<file path="src/hw/rtl/epss_pkg.sv">
`default_nettype none
// ----------------------------------------------------------------------------
// epss_pkg
// Shared types and constants of the extended pattern stream scanner.
// ----------------------------------------------------------------------------
package epss_pkg;

    localparam int WORD_BITS  = 64;
    localparam int ALPHA_SIZE = 256;
    localparam int IDX_W      = $clog2(ALPHA_SIZE);
    localparam int LEN_W      = 7;
    localparam int MBIT_W     = $clog2(WORD_BITS);
    localparam int CFG_IDX_W  = 2;

    localparam logic [LEN_W-1:0] LEN_RESET = LEN_W'(1);

    typedef logic [WORD_BITS-1:0] t_word;

    typedef enum logic [1:0] {
        MODE_SCAN  = 2'd0,
        MODE_CLASS = 2'd1,
        MODE_LOOP  = 2'd2
    } t_mode;

    typedef enum logic [CFG_IDX_W-1:0] {
        CFG_INIT_MARKS     = 2'd0,
        CFG_FINAL_MARKS    = 2'd1,
        CFG_OPTIONAL_MARKS = 2'd2,
        CFG_PATTERN_LENGTH = 2'd3
    } t_cfg_idx;

    typedef struct packed {
        t_word             init_marks;
        t_word             final_marks;
        t_word             optional_marks;
        logic [LEN_W-1:0]  pattern_length;
    } t_marks;

    typedef struct packed {
        logic scan;
        logic restart;
    } t_step_ctrl;

endpackage

`default_nettype wire

</file>
<file path="src/hw/rtl/epss_update.sv">
`default_nettype none
// ----------------------------------------------------------------------------
// epss_update
// One Shift-And step: shift, class mask, self loops, optional-run fill and
// match bit select.
// ----------------------------------------------------------------------------
module epss_update
    import epss_pkg::*;
(
    input  wire t_step_ctrl  i_ctrl,
    input  wire t_marks      i_marks,
    input  wire t_word       i_state,
    input  wire t_word       i_class_word,
    input  wire t_word       i_loop_word,
    output t_word            o_next_state,
    output t_word            o_states,
    output logic             o_match
);

    t_word              d_prev;
    t_word              d_step;
    t_word              d_fin;
    t_word              d_fill;
    logic [MBIT_W-1:0]  mbit;

    always_comb begin
        d_prev = i_ctrl.restart ? '0 : i_state;
        d_step = (((d_prev << 1) | t_word'(1)) & i_class_word) | (d_prev & i_loop_word);
        d_fin  = d_step | i_marks.final_marks;
        d_fill = d_step | (i_marks.optional_marks & (~(d_fin - i_marks.init_marks) ^ d_fin));

        if (i_marks.pattern_length == '0) begin
            mbit = '0;
        end else if (i_marks.pattern_length > LEN_W'(WORD_BITS)) begin
            mbit = MBIT_W'(WORD_BITS - 1);
        end else begin
            mbit = MBIT_W'(i_marks.pattern_length - LEN_W'(1));
        end

        o_next_state = i_ctrl.scan ? d_fill : i_state;
        o_states     = i_ctrl.scan ? d_fill : '0;
        o_match      = i_ctrl.scan & d_fill[mbit];
    end

endmodule

`default_nettype wire
</file>
<file path="config.mk">
export PLATFORM = sky130hd
export DESIGN_NAME = epss_update
export DESIGN_NICKNAME = d
export VERILOG_FILES = /design/src/hw/rtl/epss_pkg.sv /design/src/hw/rtl/epss_update.sv
export SDC_FILE = /design/constraint.sdc
export NUM_CORES = 1
export LEC_CHECK = 0
export BUFFER_PORTS_ARGS = -buffer_cell sky130_fd_sc_hd__buf_2
export CORE_AREA = 2 2 202 204
export DETAILED_ROUTE_END_ITERATION = 10
export DIE_AREA = 0 0 204 206
export PLACE_DENSITY_LB_ADDON = 0.05
export SLEW_MARGIN = 20
export SYNTH_ARGS = -nofsm -noshare
export SYNTH_HDL_FRONTEND = slang
export SYNTH_SLANG_ARGS = --single-unit
</file>
<file path="constraint.sdc">
create_clock -name vclk -period 4.2
set_input_delay 0.21 -clock vclk [all_inputs]
set_output_delay 0.21 -clock vclk [all_outputs]
set_load 0.05 [all_outputs]
</file>
Word level (Yosys, flattened, before mapping). Index checks and enable logic that the tools add are counted.

Output and inout port bits: 129. Bits of input ports: 393. Word-level logic and storage cells: 21. Register bits: 0.

Bitwise gates (word level): 9. $lt $le $gt $ge: 2. Reduce and logical (&&, ||, !) cells: 1. Multiplexer cells: 7. Add/sub/neg operators: 2.

Operators with widths (count): 64-bit bitwise AND (3); 64-bit 2-to-1 mux (3); 64-bit OR (3); 64-bit inverter (1); 64-bit subtractor (1); 64-bit XOR (1); 6-bit 2-to-1 mux (2); 7-bit > comparator, second input constant (1); 7-bit zero test (1); 6-bit by 7-bit < comparator with 1-bit output, second input constant (1); 1-bit binary-select mux with 6-bit select (1); 6-bit by 1-bit subtractor with 6-bit output, second input constant (1); 1-bit bitwise AND (1); 1-bit 2-to-1 mux (1).

Depth between registers and ports, before layout.
Word-level depth: 12. Gate-level depth with buffers: 19. Mapped depth without buffers: 15.

Worst setup path before layout. Ideal clock, no wire load.

Path type: input-to-output. From: in i_ctrl[0] in the netlist's numbering. To: out o_next_state[60]. Path buffers: 4. Arrival time: 4926 ps. Cell stages on the path: 15. Required time: 3990 ps. Setup slack: -936 ps. Cell sequence: clkbuf_1 buf_1 clkbuf_1 nor2_1 or2_2 ha_1 clkbuf_1 a211oi_1 o211ai_1 a211o_1 o22ai_1 a2111oi_4 or4_1 a31oi_1 a21o_1.

Longest elaborated chain between the ends: 10. Elaborated cells between the ends (all ways): 11. Those cells by class: 1 x add/sub; 2 x mux; 8 x bitwise.

Ends and longest elaborated chain: start, declared (RTL line epss_update.sv:10) `input wire t_step_ctrl i_ctrl,`; 64-bit 2-to-1 mux * (RTL line epss_update.sv:27) `d_prev = i_ctrl.restart ? '0 : i_state;`; 64-bit bitwise AND (RTL line epss_update.sv:28) `d_step = (((d_prev << 1) | t_word'(1)) & i_class_word) | (d_prev & i_loop_word);`; 64-bit OR * (RTL line epss_update.sv:28); 64-bit OR (RTL line epss_update.sv:29) `d_fin = d_step | i_marks.final_marks;`; 64-bit subtractor (RTL line epss_update.sv:30) `d_fill = d_step | (i_marks.optional_marks & (~(d_fin - i_marks.init_marks) ^ d_fin));`; 64-bit inverter (RTL line epss_update.sv:30); 64-bit XOR (RTL line epss_update.sv:30); 64-bit bitwise AND (RTL line epss_update.sv:30); 64-bit OR * (RTL line epss_update.sv:30); 64-bit 2-to-1 mux * (RTL line epss_update.sv:40) `o_next_state = i_ctrl.scan ? d_fill : i_state;`; end, declared (RTL line epss_update.sv:15) `output t_word o_next_state,`.

Mark *: on every way between the ends. The rest lies on a longest branch, timed or not.

Worst setup path after layout.
From: in i_class_word[10]. To: out o_match.

Longest elaborated chain between the ends: 11.

Ends and longest elaborated chain: start, declared (RTL line epss_update.sv:13) `input wire t_word i_class_word,`; 64-bit bitwise AND * (RTL line epss_update.sv:28); 64-bit OR * (RTL line epss_update.sv:28); 64-bit OR (RTL line epss_update.sv:29); 64-bit subtractor (RTL line epss_update.sv:30); 64-bit inverter (RTL line epss_update.sv:30); 64-bit XOR (RTL line epss_update.sv:30); 64-bit bitwise AND (RTL line epss_update.sv:30); 64-bit OR * (RTL line epss_update.sv:30); 1-bit binary-select mux with 6-bit select * (RTL line epss_update.sv:42) `o_match = i_ctrl.scan & d_fill[mbit];`; 1-bit 2-to-1 mux (implied by the code) * (RTL line epss_update.sv:42); 1-bit bitwise AND * (RTL line epss_update.sv:42); end, declared (RTL line epss_update.sv:17) `output logic o_match`.

Mark *: on every way between the ends. The rest lies on a longest branch, timed or not. The select of a mux whose other input is x is not followed.

==> results.cfg <==
[run_status]
status = complete, but fails checks
violations = negative setup slack

[logic_synthesis]
syn_inst = 1405
synthesis.nets = 1863
yosys.area.top_type = ha_1
ys_top_cells_by_area = ha_1 (9.3%), a21o_1 (8.9%), nor2_1 (7.7%), a21oi_1 (7.1%), xnor2_1 (6.0%)
ys_seq_area_share_pct = 0
yosysWarningCount = 0
syn_avg_cell_area_um2 = 6.15
synth_cell_types = 79
synthesis.area_um2 = 8640
synth_top_area_share_pct = 9.26

[layout]
nets = 2859
layout_common_cells = buf_4 (516), buf_2 (493), nor2_1 (154)
seqCellArea_um2 = 0
fillCellCount = 4389
drive_gt1_share_pct = 55.6
flops_and_latches = 0
instances_no_fill = 2936
nClkBuffers = 0
syn_to_final_growth_pct = 101
layout_commonest_cell = buf_4

[clocking]
holdBufCountCts = 0

[worst_setup_path]
crit_type = in -> out
path_delay_family = buffers and inverters
cpPeakStageDelay_ns = 0.19
cp-end-kind = primary output
cp_slowest_cell = a22oi_2
crit_arrival_ns = 4.24
critPathMaxFanout = 2
cp_data_required_time_ns = 3.99
path_common_cell = buf_4
start_kind = input port
path_buf_inv = 24

[drt]
num_vias = 14393
viasPerCell = 4.90
wirelength_um = 57600
wl_per_cell_um = 19.6
dr.pass1.iters = 5
drt_iter0_drc = 681
drc = 0
ant_nets = 0

[timing]
fin_setup_tns_ns = -0.252
hold_ws_ns = 0.791
finalSetupViolations = 1
fin_crit_ns = 4.45
maxSlewViolCount = 0
fmaxAchievable_ghz = 0.225
worstMarginPinSlew_ns = 1.00
hold_violations = 0
slew_headroom_pct = 33.3
fin_ws_ns = -0.252
rsz0062_at_grt = yes
fin_crit_sh_pct = 106

[power_and_ir_drop]
p_leak_nw = 8.93
vdd_drop_max_v = 0.000107
switchingPower_mw = 2.06
switching_share_pct = 56.1
intPower_mw = 1.61
p_clk_share_pct = 0
seqPwrFrac_pct = 0
powerDensity_nw_per_um2 = 211
comb_power_share_pct = 100.0

[placement]
place_congestion = 0.899
io_buffer_count = 521
dp_hpwl_um = 50400
placed_cells = 2882

[floorplan]
start_util_pct = 21.5
die_w_um = 204
num_rows = 74
fp.coreArea_um2 = 40200
dieArea_um2 = 42000
die_h_um = 206
io_pins = 522

[min_path]
worst_hold_path_type = in -> out

[global_routing]
gr-total-overflow = 0
grt_max_degree = 64
antenna_found_initial = 12
grt_pass1_vias = 14328
grt_pass1_wl_um = 83600
grt_util_all_layers_pct = 25.8

[flow_run]
drv_cap = 0
per-stage QoR:
stage,cell area (µm²),setup slack [ns],utilization [%],power (mW)
3_5_place_dp,15600,-0.747,38.8,3.33
4_1_cts,16500,-0.384,41.1,3.49
3_3_place_gp,15600,-0.703,38.8,3.33
6_report,17400,-0.252,43.2,3.67
5_1_grt,17400,-0.387,43.2,3.93
2_1_floorplan,8840,0.000702,-,1.79
cells in the mapped netlist (25+ instances only):
master and count:
a21o_1 103, a21oi_1 123, a22oi_1 67, a31oi_1 25
and2_1 26, clkbuf_1 54, ha_1 64, inv_1 100
nand2_1 112, nand3_1 31, nand4_1 31, nor2_1 177
nor3_1 31, o21ai_0 63, or2_2 65, xnor2_1 59
xor2_1 37
timing repair:
action / CTS / global route
pin swaps: 48 / 72
gates resized for setup: 121 / 187
cloned: 1 / 0
setup endpoints to repair: 30 / 37
buffers inserted: 44 / 9
final cells by class:
cell class | instances | area [µm²] | share of cell area [%]
antenna | 5 | 12.5 | 0.0721
inverter | 100 | 378 | 2.18
timing repair buffer | 1060 | 7000 | 40.3
multi-input combinational | 1239 | 9300 | 53.6
tap | 532 | 666 | 3.83
cells by family after synthesis:
group                      Yosys count  synth area share [%]
xor gates and xnor gates            96                  9.73
AOI/OAI and AO/OA                  527                  41.7
muxes                                7                 0.970
adders and majority gates           65                  9.49
and+or+nand+nor                    544                  30.8
buffers and inverters              166                  7.32
power groups by stage:
stage | combinational (mW) | clock, mW | sequential, mW
5_1_grt | 3.93 | 0.000000128 | 0
6_report | 3.67 | 0.000000160 | 0
2_1_floorplan | 1.79 | 0 | 0
3_5_place_dp | 3.33 | 0 | 0
3_3_place_gp | 3.33 | 0 | 0
4_1_cts | 3.49 | 0 | 0
path summary, 6_finish.rpt:
| path | from | end | cells after the start |
|---|---|---|---|
| setup / recovery | i_class_word[10] | o_match | 32 |
| hold / removal | i_state[63] | o_next_state[63] | 3 |
routing by layer:
metal	wire, µm	GRT usage [%]	part of all wire, %
met5	66	0	0.11
met4	990	3.75	1.7
met3	2670	2.25	4.6
met2	28000	46.2	49
met1	25800	34.0	45
(Power assumes the default switching activity.)
